File: src/hw/rtl/krs_pkg.sv
// Shared types and constants for the key release synthesizer.
`default_nettype none
package krs_pkg;

  localparam int KEY_W  = 8;
  localparam int TIME_W = 32;
  localparam int HOLD_W = 16;
  localparam int KIND_W = 2;

  // Input item kinds
  localparam logic [KIND_W-1:0] KIND_ARRIVE = 2'd0;
  localparam logic [KIND_W-1:0] KIND_SCAN   = 2'd1;
  localparam logic [KIND_W-1:0] KIND_POP    = 2'd2;

  // Configuration register indexes
  localparam int CFG_INDEX_W = 2;
  localparam logic [CFG_INDEX_W-1:0] CFG_INITIAL_HOLD = 2'd0;
  localparam logic [CFG_INDEX_W-1:0] CFG_REPEAT_HOLD  = 2'd1;

  localparam logic [HOLD_W-1:0] RESET_INITIAL_HOLD = 16'd600;
  localparam logic [HOLD_W-1:0] RESET_REPEAT_HOLD  = 16'd120;

  // Reported queue count saturates here
  localparam int COUNT_W = 5;
  localparam logic [COUNT_W-1:0] COUNT_MAX = 5'd31;

  // Command queue between front and back
  localparam int CMD_DEPTH = 2;
  localparam int CMD_PTR_W = 1;

  typedef enum logic [1:0] {
    OP_NONE,
    OP_ARRIVE,
    OP_SCAN,
    OP_POP
  } op_t;

  typedef struct packed {
    op_t              op;
    logic [KEY_W-1:0]  key;
    logic [TIME_W-1:0] now;
  } cmd_t;

  typedef struct packed {
    logic [HOLD_W-1:0] initial_hold;
    logic [HOLD_W-1:0] repeat_hold;
  } hold_cfg_t;

  typedef struct packed {
    logic               valid;
    logic               pressed;
    logic [KEY_W-1:0]   key;
    logic [COUNT_W-1:0] count;
    logic               dropped;
  } result_t;

endpackage
`default_nettype wire

File: src/hw/rtl/krs_front.sv
// Front end: accepts input items, classifies them and queues commands.
`default_nettype none
module krs_front import krs_pkg::*; (
  input  logic              clk,
  input  logic              rst,
  input  logic              in_valid,
  output logic              in_stall,
  input  logic [KIND_W-1:0] kind,
  input  logic [KEY_W-1:0]  key_code,
  input  logic [TIME_W-1:0] now_ms,
  output logic              cmd_valid,
  output cmd_t              cmd,
  input  logic              cmd_take
);

  cmd_t                 fifo [CMD_DEPTH];
  logic [CMD_PTR_W-1:0] wr_ptr;
  logic [CMD_PTR_W-1:0] rd_ptr;
  logic [CMD_PTR_W:0]   fill;
  cmd_t                 cmd_in;
  logic                 push;

  // Classify the item; a zero key arrival and the unused kind do nothing
  always_comb begin
    cmd_in.key = key_code;
    cmd_in.now = now_ms;
    unique case (kind)
      KIND_ARRIVE: cmd_in.op = (key_code == '0) ? OP_NONE : OP_ARRIVE;
      KIND_SCAN:   cmd_in.op = OP_SCAN;
      KIND_POP:    cmd_in.op = OP_POP;
      default:     cmd_in.op = OP_NONE;
    endcase
  end

  assign in_stall  = (fill == (CMD_PTR_W+1)'(CMD_DEPTH));
  assign push      = in_valid && !in_stall;
  assign cmd_valid = (fill != '0);
  assign cmd       = fifo[rd_ptr];

  // Store queued commands
  always_ff @(posedge clk) begin
    if (push) begin
      fifo[wr_ptr] <= cmd_in;
    end
  end

  // Advance pointers and fill level
  always_ff @(posedge clk) begin
    if (rst) begin
      wr_ptr <= '0;
      rd_ptr <= '0;
      fill   <= '0;
    end else begin
      if (push) begin
        wr_ptr <= wr_ptr + 1'b1;
      end
      if (cmd_take) begin
        rd_ptr <= rd_ptr + 1'b1;
      end
      unique case ({push, cmd_take})
        2'b10:   fill <= fill + 1'b1;
        2'b01:   fill <= fill - 1'b1;
        default: fill <= fill;
      endcase
    end
  end

endmodule
`default_nettype wire

File: src/hw/rtl/krs_engine.sv
// Back end: held-key table, expiry scan, event ring and result register.
`default_nettype none
module krs_engine import krs_pkg::*; #(
  parameter int HELD_SLOTS  = 8,
  parameter int QUEUE_DEPTH = 32
) (
  input  logic      clk,
  input  logic      rst,
  input  logic      cmd_valid,
  input  cmd_t      cmd,
  output logic      cmd_take,
  input  hold_cfg_t hold,
  output logic      res_valid,
  output result_t   res,
  input  logic      res_stall
);

  localparam int SLOT_W = $clog2(HELD_SLOTS);
  localparam int PTR_W  = $clog2(QUEUE_DEPTH);
  localparam int SAT_W  = (PTR_W > COUNT_W) ? PTR_W : COUNT_W;
  localparam int EVT_W  = KEY_W + 1;

  typedef enum logic [4:0] {
    ST_IDLE   = 5'b00001,
    ST_ARRIVE = 5'b00010,
    ST_SCAN   = 5'b00100,
    ST_POP    = 5'b01000,
    ST_DONE   = 5'b10000
  } state_t;

  state_t state;
  cmd_t   cur;

  logic [KEY_W-1:0]      slot_code [HELD_SLOTS];
  logic [TIME_W-1:0]     slot_time [HELD_SLOTS];
  logic [HELD_SLOTS-1:0] slot_repeat;

  logic [EVT_W-1:0] ring [QUEUE_DEPTH];
  logic [EVT_W-1:0] rd_data;
  logic [PTR_W-1:0] wr_ptr;
  logic [PTR_W-1:0] rd_ptr;
  logic [PTR_W-1:0] count;
  logic [PTR_W-1:0] count_next;

  logic [SLOT_W-1:0] scan_idx;
  logic              lost;
  logic              pop_hit;

  logic [HELD_SLOTS-1:0] hit;
  logic [HELD_SLOTS-1:0] free;
  logic [HELD_SLOTS-1:0] first_free;
  logic                  any_hit;
  logic                  any_free;

  logic [KEY_W-1:0]  sc_code;
  logic [TIME_W-1:0] sc_time;
  logic [HOLD_W-1:0] sc_limit;
  logic [TIME_W-1:0] elapsed;
  logic              expire;

  logic             ring_full;
  logic             push_req;
  logic [EVT_W-1:0] push_data;
  logic             push_ok;
  logic             push_drop;
  logic             pop_go;
  logic             res_free;

  logic [SAT_W-1:0]   count_wide;
  logic [COUNT_W-1:0] count_sat;

  function automatic logic [PTR_W-1:0] ring_next(input logic [PTR_W-1:0] p);
    return (p == PTR_W'(QUEUE_DEPTH - 1)) ? '0 : p + 1'b1;
  endfunction

  // Compare the arriving key against every slot
  always_comb begin
    for (int i = 0; i < HELD_SLOTS; i++) begin
      hit[i]  = (slot_code[i] == cur.key);
      free[i] = (slot_code[i] == '0);
    end
  end

  // Isolate the lowest free slot
  assign first_free = free & (~free + HELD_SLOTS'(1));
  assign any_hit    = |hit;
  assign any_free   = |free;

  // Check the slot under the scan pointer
  assign sc_code  = slot_code[scan_idx];
  assign sc_time  = slot_time[scan_idx];
  assign sc_limit = slot_repeat[scan_idx] ? hold.repeat_hold : hold.initial_hold;
  assign elapsed  = cur.now - sc_time;
  assign expire   = (sc_code != '0) && (elapsed > TIME_W'(sc_limit));

  // Choose the event to queue this cycle
  always_comb begin
    push_req  = 1'b0;
    push_data = {1'b1, cur.key};
    if (state == ST_ARRIVE) begin
      push_req = !any_hit && any_free;
    end else if (state == ST_SCAN) begin
      push_req  = expire;
      push_data = {1'b0, sc_code};
    end
  end

  assign ring_full = (count == PTR_W'(QUEUE_DEPTH - 1));
  assign push_ok   = push_req && !ring_full;
  assign push_drop = push_req && ring_full;
  assign pop_go    = (state == ST_POP) && (count != '0);
  assign res_free  = !res_valid || !res_stall;
  assign cmd_take  = (state == ST_IDLE) && cmd_valid;

  always_comb begin
    unique case ({push_ok, pop_go})
      2'b10:   count_next = count + 1'b1;
      2'b01:   count_next = count - 1'b1;
      default: count_next = count;
    endcase
  end

  // Saturate the reported count
  assign count_wide = SAT_W'(count);
  assign count_sat  = (count_wide > SAT_W'(COUNT_MAX)) ? COUNT_MAX
                                                       : count_wide[COUNT_W-1:0];

  // Event ring: one write or one registered read per cycle
  always_ff @(posedge clk) begin
    if (push_ok) begin
      ring[wr_ptr] <= push_data;
    end
    if (pop_go) begin
      rd_data <= ring[rd_ptr];
    end
  end

  // Stamp slot times on refresh or claim
  always_ff @(posedge clk) begin
    if (state == ST_ARRIVE) begin
      for (int i = 0; i < HELD_SLOTS; i++) begin
        if (any_hit ? hit[i] : first_free[i]) begin
          slot_time[i] <= cur.now;
        end
      end
    end
  end

  // Update slot codes and repeat marks
  always_ff @(posedge clk) begin
    if (rst) begin
      for (int i = 0; i < HELD_SLOTS; i++) begin
        slot_code[i] <= '0;
      end
      slot_repeat <= '0;
    end else if (state == ST_ARRIVE) begin
      if (any_hit) begin
        slot_repeat <= slot_repeat | hit;
      end else begin
        for (int i = 0; i < HELD_SLOTS; i++) begin
          if (first_free[i]) begin
            slot_code[i]   <= cur.key;
            slot_repeat[i] <= 1'b0;
          end
        end
      end
    end else if ((state == ST_SCAN) && expire) begin
      slot_code[scan_idx] <= '0;
    end
  end

  // Sequence one command at a time and hold its result
  always_ff @(posedge clk) begin
    if (rst) begin
      state     <= ST_IDLE;
      wr_ptr    <= '0;
      rd_ptr    <= '0;
      count     <= '0;
      res_valid <= 1'b0;
      lost      <= 1'b0;
      pop_hit   <= 1'b0;
      scan_idx  <= '0;
    end else begin
      if (res_valid && !res_stall && (state != ST_DONE)) begin
        res_valid <= 1'b0;
      end
      count <= count_next;
      if (push_ok) begin
        wr_ptr <= ring_next(wr_ptr);
      end
      if (pop_go) begin
        rd_ptr <= ring_next(rd_ptr);
      end
      if (push_drop) begin
        lost <= 1'b1;
      end
      unique case (state)
        ST_IDLE: begin
          lost     <= 1'b0;
          pop_hit  <= 1'b0;
          scan_idx <= '0;
          if (cmd_valid) begin
            cur <= cmd;
            unique case (cmd.op)
              OP_ARRIVE: state <= ST_ARRIVE;
              OP_SCAN:   state <= ST_SCAN;
              OP_POP:    state <= ST_POP;
              default:   state <= ST_DONE;
            endcase
          end
        end
        ST_ARRIVE: begin
          state <= ST_DONE;
        end
        ST_SCAN: begin
          scan_idx <= scan_idx + 1'b1;
          if (scan_idx == SLOT_W'(HELD_SLOTS - 1)) begin
            state <= ST_DONE;
          end
        end
        ST_POP: begin
          pop_hit <= (count != '0);
          state   <= ST_DONE;
        end
        ST_DONE: begin
          if (res_free) begin
            res_valid   <= 1'b1;
            res.valid   <= pop_hit;
            res.pressed <= pop_hit & rd_data[KEY_W];
            res.key     <= pop_hit ? rd_data[KEY_W-1:0] : '0;
            res.count   <= count_sat;
            res.dropped <= lost;
            state       <= ST_IDLE;
          end
        end
        default: state <= ST_IDLE;
      endcase
    end
  end

endmodule
`default_nettype wire

File: src/hw/rtl/key_release_synthesizer.sv
// Top level of the key release synthesizer: ports, hold registers, front and back.
`default_nettype none
// Turns a press-only stream of key codes into press and release events. Each
// input item gives exactly one result item. The front queues up to two
// classified items while the back works, so input is taken while a result
// waits; an accepted item is registered in the front queue before the back
// can take it. The back handles one item at a time: an arrival or a pop goes
// through take, work and deliver, a zero-key arrival or the unused kind
// through take and deliver, and an expiry scan through take, a visit to each
// slot and deliver; it visits one slot a cycle through a single elapsed-time
// subtract and compare and writes at most one release a cycle into the
// single-port event ring. Pop reads the ring through a registered read. The
// ring holds up to QUEUE_DEPTH - 1 events; when full, new events are dropped
// and the result flags event_dropped. The user must write hold times through
// the cfg port only while the block is idle; the block does not enforce this.
// cfg_ready is always high and indexes past the last register are ignored.
module key_release_synthesizer import krs_pkg::*; #(
  parameter int HELD_SLOTS  = 8,
  parameter int QUEUE_DEPTH = 32
) (
  input  logic                   clk,
  input  logic                   rst,
  input  logic                   in_valid,
  output logic                   in_stall,
  input  logic [KIND_W-1:0]      kind,
  input  logic [KEY_W-1:0]       key_code,
  input  logic [TIME_W-1:0]      now_ms,
  output logic                   out_valid,
  input  logic                   out_stall,
  output logic                   event_valid,
  output logic                   event_pressed,
  output logic [KEY_W-1:0]       event_key,
  output logic [COUNT_W-1:0]     queued_count,
  output logic                   event_dropped,
  input  logic                   cfg_valid,
  output logic                   cfg_ready,
  input  logic [CFG_INDEX_W-1:0] cfg_index,
  input  logic [HOLD_W-1:0]      cfg_data
);

  hold_cfg_t hold;
  logic      cmd_valid;
  cmd_t      cmd;
  logic      cmd_take;
  result_t   res;

  assign cfg_ready = 1'b1;

  // Write hold registers
  always_ff @(posedge clk) begin
    if (rst) begin
      hold.initial_hold <= RESET_INITIAL_HOLD;
      hold.repeat_hold  <= RESET_REPEAT_HOLD;
    end else if (cfg_valid && cfg_ready) begin
      if (cfg_index == CFG_INITIAL_HOLD) begin
        hold.initial_hold <= cfg_data;
      end else if (cfg_index == CFG_REPEAT_HOLD) begin
        hold.repeat_hold <= cfg_data;
      end
    end
  end

  krs_front u_front (
    .clk       (clk),
    .rst       (rst),
    .in_valid  (in_valid),
    .in_stall  (in_stall),
    .kind      (kind),
    .key_code  (key_code),
    .now_ms    (now_ms),
    .cmd_valid (cmd_valid),
    .cmd       (cmd),
    .cmd_take  (cmd_take)
  );

  krs_engine #(
    .HELD_SLOTS  (HELD_SLOTS),
    .QUEUE_DEPTH (QUEUE_DEPTH)
  ) u_engine (
    .clk       (clk),
    .rst       (rst),
    .cmd_valid (cmd_valid),
    .cmd       (cmd),
    .cmd_take  (cmd_take),
    .hold      (hold),
    .res_valid (out_valid),
    .res       (res),
    .res_stall (out_stall)
  );

  // Split the result onto its ports
  assign event_valid   = res.valid;
  assign event_pressed = res.pressed;
  assign event_key     = res.key;
  assign queued_count  = res.count;
  assign event_dropped = res.dropped;

endmodule
`default_nettype wire

File: config.mk
export PLATFORM = sky130hd
export DESIGN_NAME = key_release_synthesizer
export DESIGN_NICKNAME = d
export VERILOG_FILES = /design/src/hw/rtl/krs_pkg.sv /design/src/hw/rtl/krs_front.sv /design/src/hw/rtl/krs_engine.sv /design/src/hw/rtl/key_release_synthesizer.sv
export SDC_FILE = /design/constraint.sdc
export NUM_CORES = 1
export LEC_CHECK = 0
export BUFFER_PORTS_ARGS = -buffer_cell sky130_fd_sc_hd__buf_4
export CORE_ASPECT_RATIO = 2
export CORE_MARGIN = 4
export CORE_UTILIZATION = 28
export CTS_CLUSTER_DIAMETER = 30
export CTS_CLUSTER_SIZE = 16
export DETAILED_ROUTE_END_ITERATION = 6
export PLACE_DENSITY = 0.43
export SYNTH_ARGS = -nofsm -noshare
export SYNTH_HDL_FRONTEND = slang
export SYNTH_SLANG_ARGS = --single-unit
export TNS_END_PERCENT = 1
File: constraint.sdc
create_clock -name clk -period 8.2 [get_ports clk]
set_clock_uncertainty 0.05 [all_clocks]
set_input_delay 0.41 -clock clk [delete_from_list [all_inputs] [get_ports clk]]
set_output_delay 0.41 -clock clk [all_outputs]
set_load 0.02 [all_outputs]
==> metrics.csv <==
metric;value;unit
status;complete, no violations;
flops & latches, synth;831;
sequential area share after synthesis;0.6758;
initial antenna violation count;2;
Core ar.;123400;um2
most frequent cells in the layout;edfxtp_1, mux4_2, a21oi_1;
RePlAce Congestion;0.8694;
top_reg_cell synth;edfxtp_1;
drt wl/cell;23.52;um
Total Power;11.32;mW
Starting Density;0.2826;
switching power share of the total;0.2716;
total routed wirelength;96.77;mm
Layout area overhead;20.44;%
synth top area cells;edfxtp_1, mux4_2, dfxtp_1;
worst hold path class;primary input to flop;
Worst VDD drop;0.2053;mV
commonest non-fill, non-tap cell in the layout;edfxtp_1;
sequential fraction of design power;0.452;
Slew Viols, Final;0;
Pwr Density;269.6;nW/um2
root buf cell;clkbuf_16;
grt met2 use;0.3036;
cts bufs inserted;116;
clock latency at the later pin of the worst-skew pair;0.72;ns
I/O Pins;84;
EDFF count, synth;693;
Final setup viols;0;
DRC;0;
Leakage;13.82;nW
Post-Syn Area;34880;um2
crit end category;flop;
# Max-Cap Violations;0;
Die Width;257.6;um
syn nets;2302;
switching power;3.076;mW
Pint;8.249;mW
share of total power in the clock network;0.437;
Worst-path clk slew;0.06;ns
Comb pwr share;0.111;
drt pass-1 iters;5;
Worst setup SP type;flop;
met1 Resource Use GR;0.1449;
drt via density;4.781;
CP arrival;8.34;ns
critical path's slowest cell;a2111oi_2;
vias in the first global route;21360;
Slew @ Worst Pin;1.144;ns
Critical Path Fanout Max;35;
GRT busiest layer;met2;
period utilization;0.9450;
GR Util met3;0.01849;
Final nets;2489;
share of the synthesized area in the top cell type;0.5966;
Peak Freq;0.1290;GHz
post-CTS setup buffer count;0;
setup TNS;0;ns
chip height;507.2;um
global-route wire length before repair;143.3;mm
headroom to the max-slew limit;0.2372;
CTS tree;built;
critical path type;flop to flop;
Final min period;7.749;ns
GR Util All Layers;0.1484;
Routed Antenna Nets;0;
count of standard-cell rows;182;
via count;19680;
Distinct cells, synth;76;
layout cells sized above 1;0.2393;
maximum level of the CTS H-tree;3;
Worst path max stage delay;0.55;ns
Max clock buf depth;3;
Hold Path Origin;rst;
unrepaired setup endpoints after global routing;no;
Gate Count Post-Synth;2171;
# resized after CTS;0;
CTS Hold Bufs;57;
Fin. Hold Viols;0;
syn avg cell area;16.07;um2
CTS sink count;831;
drt initial violations;1106;
Critical Path RT;8.79;ns
Die ar.;130600;um2
Async SR Flop Fraction;0;
Port-buffer cells;82;
synth warn;0;
DP Wirelength;66.12;mm
most used cell, CP;a21oi_1;
largest net degree at the start of global routing;62;
grt total ovfl;0;
dominant cell type by area after synthesis;edfxtp_1;
-- flip-flops by register name (all words and copies together) (netlist names), 2 cells and up, named ones only --
name / flops
u_engine.ring: 288
u_engine.slot_time: 256
u_front.fifo: 84
u_engine.slot_code: 64
u_engine.cur: 40
hold: 32
u_engine.res: 16
u_engine.rd_data: 9
u_engine.slot_repeat: 8
u_engine.count: 5
u_engine.rd_ptr: 5
u_engine.state: 5
u_engine.wr_ptr: 5
u_engine.scan_idx: 3
u_front.fill: 2
-- cell usage after synthesis (18+ instances only) --
cell and instances:
xor2_1 18, nand3_1 26, mux2_2 52, nor2_1 137
buf_2 19, xnor2_1 76, nor3_1 24, and3_1 38
inv_1 24, nor4_1 26, nand4_1 33, buf_1 24
a21oi_1 157, o21ai_0 37, clkbuf_1 58, edfxtp_1 693
ha_1 64, mux4_2 171, mux2i_1 60, nand2_1 133
dfxtp_1 138
-- power by group through the flow --
stage,logic (mW),registers (mW),clock network [mW]
after floorplan,0.856,5.09,0
after global placement,1.24,5.21,0
after detailed placement,1.25,5.22,0
after CTS,1.28,5.13,5.09
after global routing,1.39,5.15,5.28
final,1.25,5.12,4.95
-- metrics by stage --
stage | util | cell area, um2 | setup WS, ns | std cells | hold slack [ns]
after detailed placement | 0.3040 | 37520 | 0.4594 | 3839 | 0.3976
final | 0.3404 | 42010 | 0.4508 | 4115 | 0.07826
after global routing | 0.3404 | 42010 | 0.05200 | 4115 | 0.04951
after floorplan | - | 34880 | 0.8811 | 2171 | 0.3590
after global placement | 0.3040 | 37520 | 0.5368 | 3839 | 0.3921
after CTS | 0.3403 | 42010 | 0.4005 | 4113 | 0.004194
-- routing by layer --
metal / up-vias / part of all wire
li1: 8941 / -
met1: 10100 / 0.34
met2: 451 / 0.59
met3: 179 / 0.029
met4: 0 / 0.043
met5: - / 0
-- final timing paths --
kind                            cells past startpoint                              to  slack, ns
worst max-delay path                               30  u_engine.count[4]$_SDFFE_PP0P_       0.45
worst min register to register                      2           hold[23]$_SDFFE_PP0P_       0.40
worst max register to register                     30  u_engine.count[4]$_SDFFE_PP0P_       0.45
worst min-delay path                                2  u_engine.count[3]$_SDFFE_PP0P_       0.08
-- critical path, delay by kind of cell, from the launching register on --
kind	cells	cell delay, ns
compound gates	13	2.67
xor+xnor	2	0.31
fa+ha+maj	4	1.42
buf+inv	4	0.55
flops	1	0.39
mux	2	0.89
simple gates	5	1.34
-- layout make-up --
cell class,count,area [um2]
diodes,2,5.005
clock inverters,88,889.6
fillers,12010,81410
well taps,1656,2072
clock buffers,129,3024
repair buffers,175,1469
multi-input cells,1210,10870
inverters,24,90.09
flip-flops and latches,831,23590
-- logic make-up (layout without fill, tap and decap cells) --
logic type	after synthesis	in the layout	synth area share
buf+inv	130	416	0.01542
other cells	1	3	0.0001075
xor+xnor	95	95	0.02407
compound gates	279	279	0.04746
fa+ha+maj	66	66	0.02411
simple gates	486	486	0.06862
flops	831	831	0.6758
mux	283	283	0.1444
Power figures use the tool's default switching activity.
